<file path="config.mk">
export PLATFORM = sky130hd
export DESIGN_NAME = sliding_window_arq_sender_core
export DESIGN_NICKNAME = d
export VERILOG_FILES = /design/src/design/swarq_pkg.sv /design/src/design/sliding_window_arq_sender_core.sv
export VERILOG_INCLUDE_DIRS = /design/src /design/src/design
export SDC_FILE = /design/constraint.sdc
export NUM_CORES = 1
export LEC_CHECK = 0
export ABC_AREA = 1
export BUFFER_PORTS_ARGS = -buffer_cell sky130_fd_sc_hd__buf_2
export CORE_ASPECT_RATIO = 1.25
export CORE_MARGIN = 1.5
export CORE_UTILIZATION = 60
export DETAILED_ROUTE_END_ITERATION = 6
export GPL_ROUTABILITY_DRIVEN = 0
export GPL_TIMING_DRIVEN = 1
export PLACE_DENSITY = 0.77
export SLEW_MARGIN = 20
export SYNTH_ARGS = -nofsm -noshare
export SYNTH_HDL_FRONTEND = slang
export SYNTH_SLANG_ARGS = --single-unit
</file>
<file path="constraint.sdc">
create_clock -name clock -period 6.92 [get_ports clock]
set_clock_uncertainty 0.15 [all_clocks]
set_input_delay 0.346 -clock clock [delete_from_list [all_inputs] [get_ports clock]]
set_output_delay 0.346 -clock clock [all_outputs]
set_load 0.02 [all_outputs]
</file>
<file path="src/design/sliding_window_arq_sender_core_defines.svh">
// Assertion macros for the ARQ sender core.
`ifndef SLIDING_WINDOW_ARQ_SENDER_CORE_DEFINES_SVH
`define SLIDING_WINDOW_ARQ_SENDER_CORE_DEFINES_SVH

`ifndef SYNTHESIS
// antecedent holds -> consequent holds in the same cycle
`define SWARQ_ASSERT_IMPLY(lbl, clk, rst, ante, cons) \
   lbl: assert property (@(posedge clk) disable iff (rst) (ante) |-> (cons)) \
      else $error("swarq: implication check failed");
// antecedent holds -> consequent holds in the next cycle
`define SWARQ_ASSERT_NEXT(lbl, clk, rst, ante, cons) \
   lbl: assert property (@(posedge clk) disable iff (rst) (ante) |=> (cons)) \
      else $error("swarq: next-cycle check failed");
`else
`define SWARQ_ASSERT_IMPLY(lbl, clk, rst, ante, cons)
`define SWARQ_ASSERT_NEXT(lbl, clk, rst, ante, cons)
`endif

`endif

</file>
<file path="src/design/swarq_pkg.sv">
`timescale 1ns / 1ps
`default_nettype none

package swarq_pkg;

   localparam int REQ_TYPE_W  = 2;
   localparam int FILE_SIZE_W = 16;
   localparam int SEQ_W       = 6;
   localparam int EVENT_W     = 2;
   localparam int PAYLOAD_W   = 11;
   localparam int PAD_W       = 2;
   localparam int RETRY_W     = 2;

   // request codes
   localparam logic [REQ_TYPE_W-1:0] REQ_START   = 2'd0;
   localparam logic [REQ_TYPE_W-1:0] REQ_ACK     = 2'd1;
   localparam logic [REQ_TYPE_W-1:0] REQ_TIMEOUT = 2'd2;

   // result event codes
   localparam logic [EVENT_W-1:0] EV_SEND   = 2'd0;
   localparam logic [EVENT_W-1:0] EV_GIVEUP = 2'd1;
   localparam logic [EVENT_W-1:0] EV_DONE   = 2'd2;

   localparam logic [RETRY_W-1:0] RETRY_LIMIT_RST = 2'd3;

   typedef struct packed {
      logic [REQ_TYPE_W-1:0]  req_type;
      logic [FILE_SIZE_W-1:0] file_size;
      logic [SEQ_W-1:0]       seq_num;
   } req_item_type;

   typedef struct packed {
      logic [EVENT_W-1:0]   event_res;
      logic [SEQ_W-1:0]     frag_seq;
      logic [PAYLOAD_W-1:0] payload_bytes;
      logic [PAD_W-1:0]     pad_bytes;
      logic                 last;
   } rsp_item_type;

   // per-fragment bookkeeping
   typedef struct packed {
      logic               acked;
      logic [RETRY_W-1:0] resends;
   } frag_ent_type;

endpackage

`default_nettype wire

</file>
<file path="src/design/sliding_window_arq_sender_core.sv">
// Sender side of a selective-repeat sliding-window ARQ. A start request
// sizes the file into fragments with a reciprocal multiply by the fragment
// size (quotient first, then the remainder from it) and then issues the
// first window of sends, or gives up when the file needs more than
// MAX_FRAGS fragments; an ack slides the window over every leading acked
// fragment, issuing one send per freed slot while unsent fragments remain
// and a done event once all fragments are acked; a timeout resends one
// fragment or gives up. An ack or timeout on a fragment that is already
// acked ends the request with no result; a request that is ignored at once
// (idle, outside the window, or an unknown code) leaves busy low. All
// fragment bookkeeping is read through one registered read port, one entry
// per cycle, so each slide step reads in ST_SLIDE_RD and decides in
// ST_SLIDE_EV. Each result is shown for one cycle with rsp_valid, the last
// one of a request flagged, held in a pending register and then registered;
// the receiver cannot stall them and must take each result in the cycle it is
// shown. A new start drops any running transfer and clears all fragment
// state at once; there is no clearing pass.
`timescale 1ns / 1ps
`default_nettype none
`include "sliding_window_arq_sender_core_defines.svh"

module sliding_window_arq_sender_core #(
   parameter int WINDOW     = 8,
   parameter int FRAG_BYTES = 1492,
   parameter int MAX_FRAGS  = 64
) (
   input  wire                              clock,
   input  wire                              reset,
   input  wire                              start,
   output logic                             busy,
   input  swarq_pkg::req_item_type          req_data,
   output logic                             rsp_valid,
   output swarq_pkg::rsp_item_type          rsp_data,
   input  wire                              csr_wr_en,
   input  wire [swarq_pkg::RETRY_W-1:0]     csr_wr_data
);

   localparam int FSW  = swarq_pkg::FILE_SIZE_W;
   localparam int SW   = swarq_pkg::SEQ_W;
   localparam int IW   = $clog2(MAX_FRAGS);
   localparam int CW   = $clog2(MAX_FRAGS + 1);
   localparam int CW1  = CW + 1;
   localparam int CMPW = (CW > SW) ? CW : SW;
   localparam int RW   = $clog2(FRAG_BYTES) + 1;
   localparam int PLW  = $clog2(FRAG_BYTES + 1);
   localparam int NFW  = FSW + 2;
   // exact quotient for any FSW-bit size: ceil(2^RSH / FRAG_BYTES), RSH = FSW + log2 ceil
   localparam int RSH  = FSW + $clog2(FRAG_BYTES);
   localparam int RCW  = FSW + 1;
   localparam int PRW  = FSW + RCW;
   localparam int QPW  = 2 * FSW;
   localparam longint unsigned RECIP_L =
      ((64'd1 << RSH) + 64'(FRAG_BYTES) - 64'd1) / 64'(FRAG_BYTES);
   localparam logic [RCW-1:0] RECIP = RCW'(RECIP_L);

   typedef enum logic [8:0] {
      ST_IDLE     = 9'b000000001,
      ST_DIV      = 9'b000000010,
      ST_NFCHK    = 9'b000000100,
      ST_INIT     = 9'b000001000,
      ST_ACK_CHK  = 9'b000010000,
      ST_TMO_CHK  = 9'b000100000,
      ST_SLIDE_RD = 9'b001000000,
      ST_SLIDE_EV = 9'b010000000,
      ST_FINISH   = 9'b100000000
   } state_type;

   state_type                        state_ff, state_in;
   logic                             active_ff, active_in;
   logic [CW-1:0]                    total_ff, total_in;
   logic [CW-1:0]                    nu_ff, nu_in;
   logic [CW-1:0]                    nts_ff, nts_in;
   logic [swarq_pkg::RETRY_W-1:0]    retry_ff;
   logic [RW-1:0]                    rem_ff, rem_in;
   logic [FSW-1:0]                   size_ff, size_in;
   logic [FSW-1:0]                   quo_ff, quo_in;
   logic                             div_ph_ff, div_ph_in;
   logic [SW-1:0]                    seq_ff, seq_in;

   swarq_pkg::frag_ent_type          ent_mem [MAX_FRAGS];
   logic [MAX_FRAGS-1:0]             ent_vld_ff;
   swarq_pkg::frag_ent_type          ent_q_ff;
   logic                             ent_q_vld_ff;
   swarq_pkg::frag_ent_type          ent_eff;
   logic [IW-1:0]                    rd_idx;
   logic                             mem_we;
   swarq_pkg::frag_ent_type          wr_ent;
   logic                             vld_clr;

   swarq_pkg::rsp_item_type          pend_ff, pend_in;
   logic                             pend_vld_ff, pend_vld_in;
   swarq_pkg::rsp_item_type          rsp_ff, rsp_in;
   logic                             rsp_valid_ff, rsp_valid_in;

   logic                             push, fin;
   swarq_pkg::rsp_item_type          push_item;
   logic                             req_acc;
   logic [CMPW-1:0]                  seq_w;
   logic                             in_win;
   logic [PRW-1:0]                   quo_prod;
   logic [FSW-1:0]                   rem_full;
   logic [NFW-1:0]                   nf;
   logic                             more_to_send;

   function automatic swarq_pkg::rsp_item_type mk_item(
      input logic [swarq_pkg::EVENT_W-1:0] ev,
      input logic [SW-1:0]                 seq,
      input logic [PLW-1:0]                pl
   );
      swarq_pkg::rsp_item_type it;
      it.event_res     = ev;
      it.frag_seq      = seq;
      it.payload_bytes = swarq_pkg::PAYLOAD_W'(pl);
      it.pad_bytes     = 2'(2'd0 - pl[1:0]);
      it.last          = 1'b0;
      return it;
   endfunction

   function automatic swarq_pkg::rsp_item_type mk_send(
      input logic [CW-1:0] n,
      input logic [CW-1:0] total,
      input logic [RW-1:0] rest
   );
      logic [PLW-1:0] pl;
      if (n == '0) begin
         pl = PLW'(2);
      end else if ((CW1'(n) + CW1'(1) == CW1'(total)) && (rest != '0)) begin
         pl = PLW'(rest);
      end else begin
         pl = PLW'(FRAG_BYTES);
      end
      return mk_item(swarq_pkg::EV_SEND, SW'(n), pl);
   endfunction

   assign req_acc  = start && !busy;
   assign seq_w    = CMPW'(req_data.seq_num);
   assign in_win   = (seq_w >= CMPW'(nu_ff)) && (seq_w < CMPW'(nts_ff));
   assign ent_eff  = ent_q_vld_ff ? ent_q_ff : '0;
   assign quo_prod = PRW'(size_ff) * PRW'(RECIP);
   assign rem_full = size_ff - FSW'(QPW'(quo_ff) * QPW'(FRAG_BYTES));
   assign nf       = NFW'(quo_ff) + NFW'(1) + NFW'(rem_ff != '0);
   assign more_to_send = nts_ff < total_ff;
   assign rd_idx   = (state_ff == ST_IDLE) ? IW'(req_data.seq_num) : IW'(nu_ff);

   always_comb begin
      state_in   = state_ff;
      active_in  = active_ff;
      total_in   = total_ff;
      nu_in      = nu_ff;
      nts_in     = nts_ff;
      rem_in     = rem_ff;
      size_in    = size_ff;
      quo_in     = quo_ff;
      div_ph_in  = div_ph_ff;
      seq_in     = seq_ff;
      mem_we     = 1'b0;
      wr_ent     = ent_eff;
      vld_clr    = 1'b0;
      push       = 1'b0;
      push_item  = mk_item(swarq_pkg::EV_DONE, '0, '0);
      fin        = 1'b0;

      unique case (state_ff)
         ST_IDLE: begin
            if (req_acc) begin
               seq_in = req_data.seq_num;
               unique case (req_data.req_type)
                  swarq_pkg::REQ_START: begin
                     active_in  = 1'b0;
                     nu_in      = '0;
                     nts_in     = '0;
                     vld_clr    = 1'b1;
                     rem_in     = '0;
                     size_in    = req_data.file_size;
                     div_ph_in  = 1'b0;
                     state_in   = ST_DIV;
                  end
                  swarq_pkg::REQ_ACK: begin
                     if (active_ff && in_win) begin
                        state_in = ST_ACK_CHK;
                     end
                  end
                  swarq_pkg::REQ_TIMEOUT: begin
                     if (active_ff && in_win) begin
                        state_in = ST_TMO_CHK;
                     end
                  end
                  default: begin
                  end
               endcase
            end
         end
         ST_DIV: begin
            // quotient by reciprocal multiply, then the remainder from it
            if (!div_ph_ff) begin
               quo_in    = FSW'(quo_prod >> RSH);
               div_ph_in = 1'b1;
            end else begin
               rem_in   = RW'(rem_full);
               state_in = ST_NFCHK;
            end
         end
         ST_NFCHK: begin
            if (nf > NFW'(MAX_FRAGS)) begin
               push      = 1'b1;
               push_item = mk_item(swarq_pkg::EV_GIVEUP, '0, '0);
               total_in  = '0;
               state_in  = ST_FINISH;
            end else begin
               active_in = 1'b1;
               total_in  = CW'(nf);
               state_in  = ST_INIT;
            end
         end
         ST_INIT: begin
            if (more_to_send && (32'(nts_ff) < 32'(WINDOW))) begin
               push      = 1'b1;
               push_item = mk_send(nts_ff, total_ff, rem_ff);
               nts_in    = nts_ff + CW'(1);
            end else begin
               state_in = ST_FINISH;
            end
         end
         ST_ACK_CHK: begin
            if (ent_eff.acked) begin
               state_in = ST_IDLE;
            end else begin
               mem_we       = 1'b1;
               wr_ent.acked = 1'b1;
               state_in     = ST_SLIDE_RD;
            end
         end
         ST_SLIDE_RD: begin
            state_in = ST_SLIDE_EV;
         end
         ST_SLIDE_EV: begin
            if ((nu_ff < total_ff) && ent_eff.acked) begin
               nu_in = nu_ff + CW'(1);
               if (more_to_send) begin
                  push      = 1'b1;
                  push_item = mk_send(nts_ff, total_ff, rem_ff);
                  nts_in    = nts_ff + CW'(1);
               end
               state_in = ST_SLIDE_RD;
            end else begin
               if (nu_ff >= total_ff) begin
                  push      = 1'b1;
                  push_item = mk_item(swarq_pkg::EV_DONE, '0, '0);
                  active_in = 1'b0;
               end
               state_in = ST_FINISH;
            end
         end
         ST_TMO_CHK: begin
            if (ent_eff.acked) begin
               state_in = ST_IDLE;
            end else begin
               if (ent_eff.resends >= retry_ff) begin
                  push      = 1'b1;
                  push_item = mk_item(swarq_pkg::EV_GIVEUP, seq_ff, '0);
                  active_in = 1'b0;
               end else begin
                  mem_we         = 1'b1;
                  wr_ent.resends = ent_eff.resends + swarq_pkg::RETRY_W'(1);
                  push           = 1'b1;
                  push_item      = mk_send(CW'(seq_ff), total_ff, rem_ff);
               end
               state_in = ST_FINISH;
            end
         end
         ST_FINISH: begin
            fin      = 1'b1;
            state_in = ST_IDLE;
         end
         default: begin
            state_in = ST_IDLE;
         end
      endcase
   end

   // one result held back so the last of a request can be flagged
   always_comb begin
      rsp_in       = pend_ff;
      rsp_in.last  = fin;
      rsp_valid_in = pend_vld_ff && (push || fin);
      pend_in      = push ? push_item : pend_ff;
      if (push) begin
         pend_vld_in = 1'b1;
      end else if (fin) begin
         pend_vld_in = 1'b0;
      end else begin
         pend_vld_in = pend_vld_ff;
      end
   end

   always_ff @(posedge clock) begin
      if (reset) begin
         state_ff     <= ST_IDLE;
         active_ff    <= 1'b0;
         total_ff     <= '0;
         nu_ff        <= '0;
         nts_ff       <= '0;
         retry_ff     <= swarq_pkg::RETRY_LIMIT_RST;
         ent_vld_ff   <= '0;
         pend_vld_ff  <= 1'b0;
         rsp_valid_ff <= 1'b0;
      end else begin
         state_ff     <= state_in;
         active_ff    <= active_in;
         total_ff     <= total_in;
         nu_ff        <= nu_in;
         nts_ff       <= nts_in;
         pend_vld_ff  <= pend_vld_in;
         rsp_valid_ff <= rsp_valid_in;
         if (csr_wr_en) begin
            retry_ff <= csr_wr_data;
         end
         if (vld_clr) begin
            ent_vld_ff <= '0;
         end else if (mem_we) begin
            ent_vld_ff[IW'(seq_ff)] <= 1'b1;
         end
      end
   end

   always_ff @(posedge clock) begin
      rem_ff     <= rem_in;
      size_ff    <= size_in;
      quo_ff     <= quo_in;
      div_ph_ff  <= div_ph_in;
      seq_ff     <= seq_in;
      pend_ff    <= pend_in;
      rsp_ff     <= rsp_in;
   end

   // fragment bookkeeping memory, registered read
   always_ff @(posedge clock) begin
      if (mem_we) begin
         ent_mem[IW'(seq_ff)] <= wr_ent;
      end
      ent_q_ff     <= ent_mem[rd_idx];
      ent_q_vld_ff <= ent_vld_ff[rd_idx];
   end

   assign busy      = (state_ff != ST_IDLE);
   assign rsp_valid = rsp_valid_ff;
   assign rsp_data  = rsp_ff;

   `SWARQ_ASSERT_IMPLY(a_last_drains, clock, reset, rsp_valid_ff && rsp_ff.last, !pend_vld_ff)
   `SWARQ_ASSERT_IMPLY(a_idle_empty, clock, reset, state_ff == ST_IDLE, !pend_vld_ff)
   `SWARQ_ASSERT_IMPLY(a_window_order, clock, reset, active_ff, (nu_ff <= nts_ff) && (nts_ff <= total_ff))
   `SWARQ_ASSERT_NEXT(a_start_divides, clock, reset, req_acc && (req_data.req_type == swarq_pkg::REQ_START), (state_ff == ST_DIV) && !active_ff)

endmodule

`default_nettype wire
</file>
Yosys cells after proc, flatten, opt, wreduce, memory -nomap -nowiden
Memories as Yosys holds them, arrays and structs flattened. A register that Yosys moved wholly into a read port is not among the register bits.
Cells that the tools add are included.
- equal/unequal tests: 29
- bitwise gates (word level): 2
- multipliers: 2
- magnitude comparators: 11
- $add $sub $neg: 11
- reduce and logical (&&, ||, !) cells: 30
- mux-type cells: 80
- operators by type and width (cell ; number):
    11-bit 2-to-1 mux ; 12
    22-bit 2-to-1 mux ; 5
    22-bit case mux with 4 select lines ; 1
    9-bit 2-to-1 mux ; 8
    9-bit case mux with 8 select lines ; 1
    64-bit OR ; 1
    7-bit 2-to-1 mux ; 8
    12-bit 2-to-1 mux ; 3
    16-bit by 17-bit multiplier with 33-bit output, second input constant ; 1
    9-bit case mux with 3 select lines ; 1
    1-bit 2-to-1 mux ; 26
    12-bit case mux with 2 select lines ; 1
    2-bit inequality test, second input constant ; 11
    21-bit 2-to-1 mux ; 1
    7-bit case mux with 3 select lines ; 1
    6-bit by 1-bit adder with 7-bit output, second input constant ; 2
    7-bit by 1-bit adder with 7-bit output, second input constant ; 2
    6-bit by 7-bit < comparator with 1-bit output, second input constant ; 2
    7-bit < comparator ; 2
    7-bit case mux with 2 select lines ; 1
    6-bit AND reduction ; 2
    12-bit nonzero test ; 1
    12-bit subtractor ; 1
    6-bit by 9-bit multiplier with 10-bit output, second input constant ; 1
    50 further kinds ; 70
- memories: 1
- bits in registers: 184
- memory bits (writable): 192
- input port bits: 30
- output and inout bits: 24
- memory list (memory ; depth ; width ; rd ports ; clocked after Yosys merged registers in ; write ports ; line ; RTL):
    ent_mem ; 64 ; 3 ; 1 ; 1 ; 1 ; sliding_window_arq_sender_core.sv:80 ; swarq_pkg::frag_ent_type ent_mem [MAX_FRAGS];

Depth between registers and ports, before layout
Gate-level depths: netlist (run 1).
- depth after elaboration: 12
- mapped depth: 23
- mapped depth without buffers: 23

Worst setup path before layout (run 1)
OpenSTA, ideal clock, no wires.
- kind: register -> register
- start: reg size_ff[8]
- end: reg quo_ff[3] (data pin)
- data required time: 6.518 ns
- setup slack: 1.567 ns
- cell stages (with the launch flop): 20
- period minus slack after synthesis: 5.353 ns
- library setup time: 0.252 ns
- buffers on the path: 0
- data arrival time: 4.951 ns
- cell sequence: edfxtp_1 > fa_1 > inv_1 > fa_1 > inv_1 > fa_1 > fa_1 > fa_1 > inv_1 > fa_1 > inv_1 > ha_1 > a21oi_1 > o21ai_0 > nand3_1 > a31oi_1 > a211oi_1 > nand2_1 > nand2_1 > nand2_1
- longest elaborated chain between the ends: 1
- RTL lines (what ; line ; RTL):
    from (decl) ; sliding_window_arq_sender_core.sv:75 ; logic [FSW-1:0] size_ff, size_in;
    from (signal assigned) ; sliding_window_arq_sender_core.sv:328 ; size_ff <= size_in;
    16-bit by 17-bit multiplier with 33-bit output ; sliding_window_arq_sender_core.sv:139 ; assign quo_prod = PRW'(size_ff) * PRW'(RECIP);
    named net quo_prod[30] ; sliding_window_arq_sender_core.sv:100 ; logic [PRW-1:0] quo_prod;
    to (signal assigned) ; sliding_window_arq_sender_core.sv:329 ; quo_ff <= quo_in;
    to (decl) ; sliding_window_arq_sender_core.sv:76 ; logic [FSW-1:0] quo_ff, quo_in;
The timed path passes the listed nets, and every way through them passes these cells.
A chain may end at the register's enable or synchronous reset.

Worst setup path in the final report (run 1)
- start: reg size_ff[3]
- end: reg quo_ff[0] (data pin)
The elaborated chain is that of the path after synthesis.

==> results of run 1 <==
==> kinds of logic (layout without fill, tap and decap cells) <==
kind of cell             count (synthesis)  count (layout)  synth area share, %
AND/OR/NAND/NOR                       1134            1134                20.92
adder cells (fa/ha/maj)                310             310                20.28
other                                    0               1                    0
buffers and inverters                  620             714                10.38
AO/OA/AOI/OAI                          184             184                4.328
flip-flops                             377             377                42.83
XOR/XNOR                                34              34                1.265
==> cells in the mapped netlist (3+ instances only) <==
| library cell | count |
|---|---|
| nor2_2 | 3 |
| xor2_1 | 23 |
| nor4_1 | 3 |
| ha_1 | 191 |
| buf_4 | 7 |
| xnor2_1 | 11 |
| nand3_1 | 322 |
| buf_6 | 8 |
| a31oi_1 | 6 |
| buf_2 | 23 |
| o21ai_0 | 73 |
| nand2_1 | 402 |
| nand4_1 | 15 |
| o211ai_1 | 7 |
| o21bai_1 | 4 |
| dfxtp_1 | 124 |
| clkbuf_1 | 23 |
| buf_1 | 8 |
| nor3_1 | 38 |
| o21a_1 | 3 |
| nand3b_1 | 19 |
| nand2_2 | 4 |
| fa_1 | 119 |
| inv_2 | 15 |
| nor2_1 | 310 |
| edfxtp_1 | 253 |
| o22ai_1 | 6 |
| a21oi_1 | 72 |
| inv_1 | 534 |
| or2_2 | 8 |
==> layout by cell type (no fill, tap or decap), types with 5 or more instances in the layout <==
cell type	Yosys	layout
inv_1	534	532
nand2_1	402	400
nand3_1	322	322
nor2_1	310	310
edfxtp_1	253	253
ha_1	191	191
dfxtp_1	124	124
fa_1	119	119
a21oi_1	72	72
o21ai_0	73	72
buf_2	23	53
clkbuf_16	0	39
nor3_1	38	37
dlygate4sd3_1	0	25
xor2_1	23	23
nand3b_1	19	19
inv_2	15	16
nand4_1	15	15
buf_4	7	15
clkbuf_1	23	13
xnor2_1	11	11
or2_2	8	8
o211ai_1	7	7
a31oi_1	6	6
o22ai_1	6	6
nand2_2	4	5
==> per-layer routing <==
metal	wire length [um]	track usage, %
met1	22570	35.72
met2	29520	53.53
met3	4201	4.048
met4	3104	15.40
met5	0	0
==> flip-flops by register name, summed over array words and instances (netlist names), 7 cells and up <==
name	count
ent_mem	192
pend_ff	20
total_ff	7
ent_vld_ff	64
nu_ff	7
rem_ff	12
state_ff	9
size_ff	16
rsp_data	21
nts_ff	7
==> worst max-delay path, stage by stage (launching register included) <==
cell,delay (ns)
edfxtp_1,0.60
fa_1,0.73
fa_1,0.47
inv_1,0.09
fa_1,0.44
fa_1,0.50
inv_1,0.06
fa_1,0.52
inv_1,0.06
fa_1,0.53
inv_1,0.05
ha_1,0.31
nand2_1,0.08
nor2_1,0.15
nand2_1,0.09
o2111ai_1,0.11
nand3_1,0.14
nand2_1,0.12
nand3_1,0.10
nand3_1,0.10
nand2_1,0.07
==> power by group through the flow <==
stage                     Clock [uW]  Sequential [uW]  Combinational, uW
final                           2110             2840               7720
after global routing            2200             2850               8760
after CTS                       2130             2830               7620
after detailed placement           0             2880               7530
after global placement             0             2870               7310
after floorplan                    0             2840               5680
==> area by class of cell <==
class | instances | area, um^2
clock buffers | 55 | 1066
well taps | 492 | 615.6
flip-flops and latches | 377 | 10080
diodes | 1 | 2.502
multi-input cells | 1662 | 11040
repair buffers | 93 | 628.1
inverters | 551 | 2069
fillers | 2994 | 12730
clock inverters | 15 | 207.7
==> per-stage QoR <==
stage	util [%]	instance area, um^2	cells
3_3_place_gp	62.91	24180	3150
5_1_grt	66.88	25700	3245
6_report	66.88	25710	3246
4_1_cts	66.88	25700	3245
3_5_place_dp	62.91	24180	3150
2_1_floorplan	-	23540	2659
==> worst min path at each step <==
stage	depth (start not counted)	start	endpoint
finish	2	reset	nts_ff[1]
global route	2	reset	nts_ff[1]
CTS	2	reset	nts_ff[6]
detailed placement	0	pend_ff[11]	rsp_data[11]
global placement	0	pend_ff[17]	rsp_data[17]
floorplan	0	pend_ff[10]	rsp_data[10]
==> results by group, run 1 <==
Timing
  • # setup viols final: 0
  • Setup TNS: 0 ns
  • Worst Slack Setup Final: about 1.2 ns
  • Worst slew margin: ~26%
  • Fin Hold WS: ~0.083 ns
  • FMAX: ~0.17 GHz
  • Min Tclk post-route: between 5 and 6 ns
  • Period utilization: 82.87%
  • Fin. Hold Viols: 0
  • Fin. max-slew vios: 0
  • Unrepaired setup endpoints after global routing: false
  • Tightest Pin Transition: between 1 and 1.5 ns

Power and ir drop
  • PwrDens: 492.7 mW/mm^2
  • PnR Total Power: between 10,000 and 15,000 uW
  • Sequential share of power: between 20 and 25%
  • Logic pwr share: roughly three fifths
  • Switching power: roughly 6100 uW
  • Int Pwr: about 6600 uW
  • VDD IR max: 0.5240 mV
  • Clock power share: roughly 17%
  • Leak: ~0.012 uW
  • Sw Ratio: between 40% and 50%

GRT
  • Initial antenna violation count: 0
  • First-pass GRT wire length: 95,190 um
  • Vias in the first global route: 18,535
  • Grt ovf: 0
  • GRT Overall Usage: between 30% and 40%
  • Largest net degree at the start of global routing: 100

Synthesis
  • Synth Flop Type: edfxtp_1
  • Synth top area share: between 30% and 40%
  • Yosys Warn Count: 0
  • Synth Net Count: around 3,000
  • Syn_area_per_cell: slightly below 9 um^2
  • Most area-hungry cell type in the Yosys netlist: edfxtp_1
  • Cells after synthesis: ~2,700
  • Synthesized area: around 0.024 mm^2
  • Top cells by area, synth: edfxtp_1 (32%), dfxtp_1 (11%), ha_1 (10%)
  • Number of synthesized flops with an enable pin: roughly 250
  • Ys async rst share: 0%
  • Register area share after synthesis: 42.83%
  • Netlist cell types: 46
  • Synthesized flop and latch total: 377

CTS
  • Reg clk slew, reported paths: 0.06 ns
  • H-tree depth: 2
  • Clock sink total: around 380
  • TritonCTS clock tree: done
  • Clock Latency Late Sink: 0.54 ns
  • TritonCTS Buffers: 38
  • Clock root buffer: clkbuf_16
  • Post-CTS Setup Inserts: 0
  • Hold-fix buffers, CTS: 25
  • Clk buf depth: 3
  • Post-cts gate resize count: 0

Die
  • IO Count: 54
  • Chip Height: 224.4 um
  • Die area: 0.04043 mm^2
  • Initial Utilization: between 60% and 70%
  • Row count: 80
  • Placeable Area: around 0.038 mm^2
  • Die width: between 150 and 200 um

Min path
  • Worst hold path class: in -> reg

Routing
  • Residual DRC: 0
  • Total number of vias: approximately 18,000
  • Total Wirelength: 59,390 um
  • ANT nets after route: 0
  • 1st-iter DRT viols: between 1,500 and 2,000
  • Routed wire per std cell: roughly 18 um
  • DRT Pass-1 Iters: 7
  • Via-to-Cell Ratio: about 5.7

Final layout
  • Share of layout cells above drive strength 1: 6.139%
  • Area growth syn-to-layout: 9.229%
  • Nets@finish: 3,063

Critical path
  • Crit path launch: size_ff[3]
  • RR Endpoint: quo_ff[0]
  • Setup CP Type: reg -> reg
  • CP Max Fanout: 7
  • Worst setup path endpoint: quo_ff[0]
  • Critical path arrival: 5.87 ns
  • CP required: slightly above 7 ns
  • Startpoint Class: flop
  • FF-to-FF path depth: 20
  • Setup crit end kind: flop
  • FF-to-FF Start: size_ff[3]
  • Worst R2R Setup Slack: between 1 and 1.5 ns

Job
  • MaxCap Viol Count: 0

Run status
  • Status: finished, final reports clean

Placed design
  • Pre-CTS setup slack: roughly 1.2 ns
  • # port buffers: 53
  • HPWL after DPL: 42,060 um
Power figures use the tool's default switching activity.
==> run 2, diff against run 1 <==
--- a/config.mk
+++ b/config.mk
@@ -10,11 +10,11 @@
 export BUFFER_PORTS_ARGS = -buffer_cell sky130_fd_sc_hd__buf_2
 export CORE_ASPECT_RATIO = 1.25
 export CORE_MARGIN = 1.5
-export CORE_UTILIZATION = 60
+export CORE_UTILIZATION = 58
 export DETAILED_ROUTE_END_ITERATION = 6
 export GPL_ROUTABILITY_DRIVEN = 0
 export GPL_TIMING_DRIVEN = 1
-export PLACE_DENSITY = 0.77
+export PLACE_DENSITY = 0.78
 export SLEW_MARGIN = 20
 export SYNTH_ARGS = -nofsm -noshare
 export SYNTH_HDL_FRONTEND = slang
==> constraint.sdc (replaced) <==
create_clock -name clock -period 5 [get_ports clock]
set_clock_uncertainty 0.15 [all_clocks]
set_input_delay 0.25 -clock clock [delete_from_list [all_inputs] [get_ports clock]]
set_output_delay 0.25 -clock clock [all_outputs]
set_load 0.02 [all_outputs]
==> results by group, run 2 (synthesis gave the netlist of run 1 again) <==
Run status
  • Status: finished with violations
  • Violated checks: setup timing

GRT
  • GRT Overall Usage: 29.98%
  • First-pass GRT wire length: 98,430 um
  • Largest net degree at the start of global routing: 65
  • Initial antenna violation count: 1
  • Grt ovf: 0
  • Vias in the first global route: between 15,000 and 20,000

Critical path
  • Startpoint Class: flop
  • FF-to-FF Start: size_ff[15]
  • Critical path's top delay family: adder cells
  • Critical path arrival: 5.45 ns
  • Worst R2R Setup Slack: -0.27 ns
  • CP Max Fanout: 4
  • Critical-path cell list: fa_1 -> buf_4 -> nand2_1 -> inv_1 -> nor2_1 -> buf_4 -> ha_1 -> or2_2 -> ha_1 -> fa_1 -> ha_1 -> ha_1 -> ha_4 -> nand2_1 -> nor2_2 -> inv_1 -> nor3_2 -> inv_1 -> a31oi_2 -> a211oi_2 -> buf_4 -> nand3_2 -> nand2_1
  • Critical path's most frequent cell: ha_1
  • CP required: 5.17 ns
  • Setup crit end kind: flop
  • Worst stage delay on the critical path: a little under 0.6 ns
  • WP buf/inv: 6
  • Crit path max-delay cell type: fa_1
  • Setup CP Type: reg -> reg
  • FF-to-FF path depth: 23
  • RR Endpoint: quo_ff[3]

CTS
  • Clk buf depth: 3
  • Clock Latency Late Sink: approximately 0.56 ns
  • Reg clk slew, reported paths: about 0.07 ns
  • TritonCTS Buffers: 38
  • TritonCTS clock tree: done
  • H-tree depth: 2
  • Clock sink total: 377
  • Clock root buffer: clkbuf_16

Die
  • Row count: 82
  • Placeable Area: approximately 0.04 mm^2
  • Die width: around 180 um
  • Die area: 0.04180 mm^2
  • Initial Utilization: between 50% and 60%
  • IO Count: between 50 and 60
  • Chip Height: ~230 um

Timing
  • # setup viols final: 6
  • Fin Hold WS: 0.005213 ns
  • FMAX: 0.1897 GHz
  • Min Tclk post-route: ~5.3 ns
  • Unrepaired setup endpoints after global routing: true
  • Setup TNS: -1.294 ns
  • Fin. Hold Viols: 0
  • Worst slew margin: 32.20%
  • Worst Slack Setup Final: -0.2721 ns
  • Period utilization: 105.4%
  • Tightest Pin Transition: a little over 1 ns
  • Fin. max-slew vios: 0

Min path
  • Hold EP: state_ff[5]
  • Worst hold path class: in -> reg
  • Hold path depth: 4
  • Worst hold start: req_data[23]

Placed design
  • Pre-CTS setup slack: -0.3111 ns
  • Placed Instances: 3,232
  • # port buffers: 53
  • HPWL after DPL: between 40,000 and 50,000 um

Routing
  • Routed wire per std cell: between 15 and 20 um
  • Total Wirelength: about 62,000 um
  • ANT nets after route: 0
  • 1st-iter DRT viols: around 1,700
  • DRT Pass-1 Iters: 6
  • Total number of vias: approximately 19,000
  • Residual DRC: 0
  • Via-to-Cell Ratio: 5.689

Final layout
  • N_diodes: 0
  • Share of layout cells above drive strength 1: between 10% and 20%
  • Commonest non-fill, non-tap cell in the layout: inv_1
  • Nets@finish: roughly 3,200
  • Max reg flops: between 150 and 200
  • Top reg by flops: ent_mem
  • Finished Layout Cells: around 3,300
  • Most frequent cells in the layout: inv_1 (518), nand2_1 (395), nand3_1 (318)
  • Area growth syn-to-layout: 13.98%

Job
  • MaxCap Viol Count: 0
-- run 2: routing by layer --
metal | track usage (%) | part of all wire (%) | vias to the layer above
li1 | - | - | 8826
met1 | 35.09 | 37 | 9039
met2 | 52.84 | 50 | 910
met3 | 4.007 | 6.9 | 248
met4 | 16.68 | 5.9 | 2
met5 | 0 | 0.021 | -
-- run 2: layout make-up --
class | instances | area [um^2]
clock buffers | 47 | 1015
repair buffers | 180 | 1301
multi-input cells | 1662 | 11500
flip-flops and latches | 377 | 10080
well taps | 504 | 630.6
inverters | 551 | 2069
fillers | 3018 | 13190
clock inverters | 23 | 231.5
-- run 2: worst max-delay path by stage --
| stage | cells past startpoint | startpoint | end |
|---|---|---|---|
| CTS | 18 | size_ff[4] | quo_ff[3] |
| global placement | 20 | size_ff[2] | quo_ff[4] |
| global route | 23 | size_ff[15] | quo_ff[3] |
| finish | 23 | size_ff[15] | quo_ff[3] |
| floorplan | 19 | size_ff[8] | quo_ff[3] |
| detailed placement | 20 | size_ff[2] | quo_ff[0] |
-- run 2: metrics by stage --
step                      util [%]  cell area, um^2
after floorplan                  -            23660
after global placement       62.10            24850
after detailed placement     62.10            24850
after CTS                    66.55            26630
after global routing         67.04            26830
final                        67.04            26830
-- run 2: tightest hold or removal path, stage by stage --
cell	delay, ns
buf_2	0.09
ha_1	0.17
nand4_1	0.11
inv_1	0.06
-- run 2: repair_timing --
item | in CTS | in global routing
setup buffers | 9 | 3
pin swaps | 29 | 25
gates resized for setup | 37 | 32
setup endpoints to repair | 6 | 6
endpoints found under the hold margin | 38 | 0
hold buffers | 30 | 0
Power of run 2 is not shown: default switching activity piles up to over one toggle a cycle in this logic, so the estimate is an artifact.
==> run 3, diff against run 2 <==
--- a/config.mk
+++ b/config.mk
@@ -6,15 +6,14 @@
 export SDC_FILE = /design/constraint.sdc
 export NUM_CORES = 1
 export LEC_CHECK = 0
-export ABC_AREA = 1
 export BUFFER_PORTS_ARGS = -buffer_cell sky130_fd_sc_hd__buf_2
 export CORE_ASPECT_RATIO = 1.25
 export CORE_MARGIN = 1.5
-export CORE_UTILIZATION = 58
+export CORE_UTILIZATION = 57
 export DETAILED_ROUTE_END_ITERATION = 6
 export GPL_ROUTABILITY_DRIVEN = 0
 export GPL_TIMING_DRIVEN = 1
-export PLACE_DENSITY = 0.78
+export PLACE_DENSITY = 0.77
 export SLEW_MARGIN = 20
 export SYNTH_ARGS = -nofsm -noshare
 export SYNTH_HDL_FRONTEND = slang
==> results by group, run 3 <==
Routing
  • Residual DRC: 0
  • Routed wire per std cell: ~21 um
  • DRT Pass-1 Iters: 7
  • DR top layer: met4
  • Total number of vias: 16,067
  • Total Wirelength: ~56,000 um
  • Met2 Wirelength: slightly below 30,000 um
  • Wire length on met3: approximately 3700 um
  • 1st-iter DRT viols: between 1,000 and 1,500
  • Wire length on met1: approximately 21,000 um
  • Via-to-Cell Ratio: roughly 6.0
  • ANT nets after route: 0

Power and ir drop
  • Switching power: between 3000 and 4000 uW
  • PnR Total Power: ~9600 uW
  • Logic pwr share: 33.9%
  • Leak: 0.01021 uW
  • Clock power share: 30.0%
  • Int Pwr: around 6400 uW
  • Sw Ratio: between 30% and 40%
  • PwrDens: ~380 mW/mm^2
  • Sequential share of power: roughly 36%
  • VDD IR max: roughly 0.36 mV

Synthesis
  • Synth Flop Type: edfxtp_1
  • Synthesized flop and latch total: 377
  • Syn_area_per_cell: 10.77 um^2
  • Mux contribution to synthesized area: less than 1%
  • Post-synthesis adder-cell area fraction: about 22%
  • Synth Area in Simple Gates: a little over an eighth
  • Cells after synthesis: approximately 2,000
  • Netlist cell types: a little over 70
  • Synth top area share: between 30% and 40%
  • Register area share after synthesis: between 40% and 50%
  • Top post-synthesis cells by count: nand2_1 (268), edfxtp_1 (253), inv_1 (233)
  • Synth Net Count: roughly 2,400
  • Most area-hungry cell type in the Yosys netlist: edfxtp_1
  • Number of synthesized flops with an enable pin: between 200 and 300
  • Complex-gate fraction of the synthesized area: 10.21%
  • Top cells by area, synth: edfxtp_1 (35%), dfxtp_1 (11%), ha_1 (11%)
  • Synthesized area: about 0.022 mm^2
  • Most frequent cell after synthesis: nand2_1
  • Ys async rst share: 0%
  • Yosys Warn Count: 0
  • XOR/XNOR Fraction of Synth Area: 2.091%
  • Largest family of logic cells by synthesized area: adder cells

Timing
  • Fin. max-slew vios: 0
  • Worst slew margin: 31.35%
  • # setup viols final: 6
  • Worst Slack Setup Final: -0.9057 ns
  • Fin. Hold Viols: 0
  • Unrepaired setup endpoints after global routing: true
  • Period utilization: 118.1%
  • FMAX: about 0.17 GHz
  • Min Tclk post-route: 5.906 ns
  • Tightest Pin Transition: a little over 1 ns

Critical path
  • Setup crit end kind: flop
  • CP required: just over 5 ns
  • Setup CP Type: reg -> reg
  • CP Max Fanout: 3
  • Critical path arrival: about 6.1 ns
  • Startpoint Class: flop
  • Worst R2R Setup Slack: -0.91 ns

GRT
  • Grt ovf: 0
  • Largest net degree at the start of global routing: roughly 120
  • GRT Overall Usage: 28.97%
  • First-pass GRT wire length: 87,460 um
  • Initial antenna violation count: 1
  • Vias in the first global route: about 16,000

Die
  • Row count: 79
  • Die width: between 150 and 200 um
  • Placeable Area: 0.03746 mm^2
  • Die area: between 0.03 and 0.04 mm^2
  • IO Count: between 50 and 60
  • Chip Height: 221.6 um
  • Initial Utilization: around 58%

Final layout
  • Share of layout cells above drive strength 1: 12.98%
  • N_diodes: 0
  • Area growth syn-to-layout: 14.38%
  • Commonest non-fill, non-tap cell in the layout: nand2_1
  • Finished Layout Cells: approximately 2,700
  • Top reg by flops: ent_mem
  • Most frequent cells in the layout: nand2_1 (266), edfxtp_1 (253), inv_1 (219)
  • Max reg flops: approximately 190
  • Nets@finish: approximately 2,500

CTS
  • H-tree depth: 2
  • Clock root buffer: clkbuf_16
  • Clock Latency Late Sink: roughly 0.57 ns
  • TritonCTS clock tree: done
  • Clock sink total: 377
  • Reg clk slew, reported paths: around 0.070 ns
  • TritonCTS Buffers: 38
  • Clk buf depth: 3

Placed design
  • HPWL after DPL: between 40,000 and 50,000 um
  • # port buffers: 53
  • Placed Instances: 2,579

Job
  • MaxCap Viol Count: 0

Run status
  • Violated checks: setup timing
  • Status: finished with violations

Min path
  • Worst hold path class: in -> reg
run 3: final cells by class:
cell class / count / area [um^2]
repair buffers: 182 / 1336
well taps: 486 / 608.1
clock inverters: 18 / 210.2
clock buffers: 51 / 1050
inverters: 234 / 878.3
multi-input cells: 1342 / 10760
fillers: 2717 / 12540
flip-flops and latches: 377 / 10080
run 3: kinds of logic (layout without fill, tap and decap cells):
| group | count (synthesis) | in the layout |
|---|---|---|
| XOR/XNOR | 52 | 52 |
| multiplexers | 13 | 13 |
| adder cells (fa/ha/maj) | 310 | 310 |
| buffers and inverters | 303 | 485 |
| flip-flops | 377 | 377 |
| AND/OR/NAND/NOR | 630 | 630 |
| AO/OA/AOI/OAI | 337 | 337 |
run 3: layer usage:
metal | vias up | track usage [%]
met5 | - | 0
met4 | 0 | 13.50
met3 | 188 | 4.510
met2 | 672 | 51.22
met1 | 7902 | 34.21
li1 | 7305 | -
run 3: final timing paths:
path | cells past startpoint | startpoint | endpoint
min reg2reg | 0 | pend_ff[9] | rsp_data[9]
max reg2reg | 18 | size_ff[5] | quo_ff[5]
max | 18 | size_ff[5] | quo_ff[5]
min | 2 | start | seq_ff[5]
run 3: repair_timing:
| item | in CTS | in global routing |
|---|---|---|
| hold buffers | 30 | 0 |
| pin swaps | 44 | 36 |
| setup endpoints to repair | 6 | 6 |
| gates resized for setup | 25 | 12 |
| hold endpoints to repair | 30 | 0 |
| buffers inserted | 7 | 5 |
run 3: worst max-delay path: stages (launching register included):
cell and delay (ns):
edfxtp_1 0.48, fa_2 0.56, buf_6 0.15, fa_2 0.57, fa_1 0.43, fa_1 0.50
fa_1 0.54, inv_1 0.05, fa_1 0.49, inv_2 0.04, ha_4 0.22, a211oi_2 0.24
o21ai_1 0.11, a221oi_2 0.23, o31a_1 0.26, a21oi_2 0.11, a211o_1 0.34, a21oi_2 0.15
xnor2_1 0.07
run 3: metrics by stage:
| step | hold slack, ns | setup WS, ns | util, % | setup TNS [ns] | cell area (um^2) |
|---|---|---|---|---|---|
| floorplan | 0.1733 | -0.6079 | - | -2.927 | 21830 |
| global placement | 0.1812 | -0.8147 | 61.76 | -3.795 | 23140 |
| detailed placement | 0.1789 | -0.9177 | 61.76 | -4.484 | 23140 |
| CTS | 0.09081 | -0.7573 | 66.31 | -3.860 | 24840 |
| global route | 0.1134 | -1.030 | 66.52 | -5.074 | 24920 |
| finish | 0.09807 | -0.9057 | 66.52 | -4.467 | 24920 |
run 3: power groups by stage:
stage	Sequential, uW	Combinational [uW]	Clock [uW]
3_3_place_gp	3510	2640	0
5_1_grt	3450	3570	3010
6_report	3450	3240	2870
4_1_cts	3450	3080	2880
3_5_place_dp	3520	2810	0
2_1_floorplan	3510	1970	0
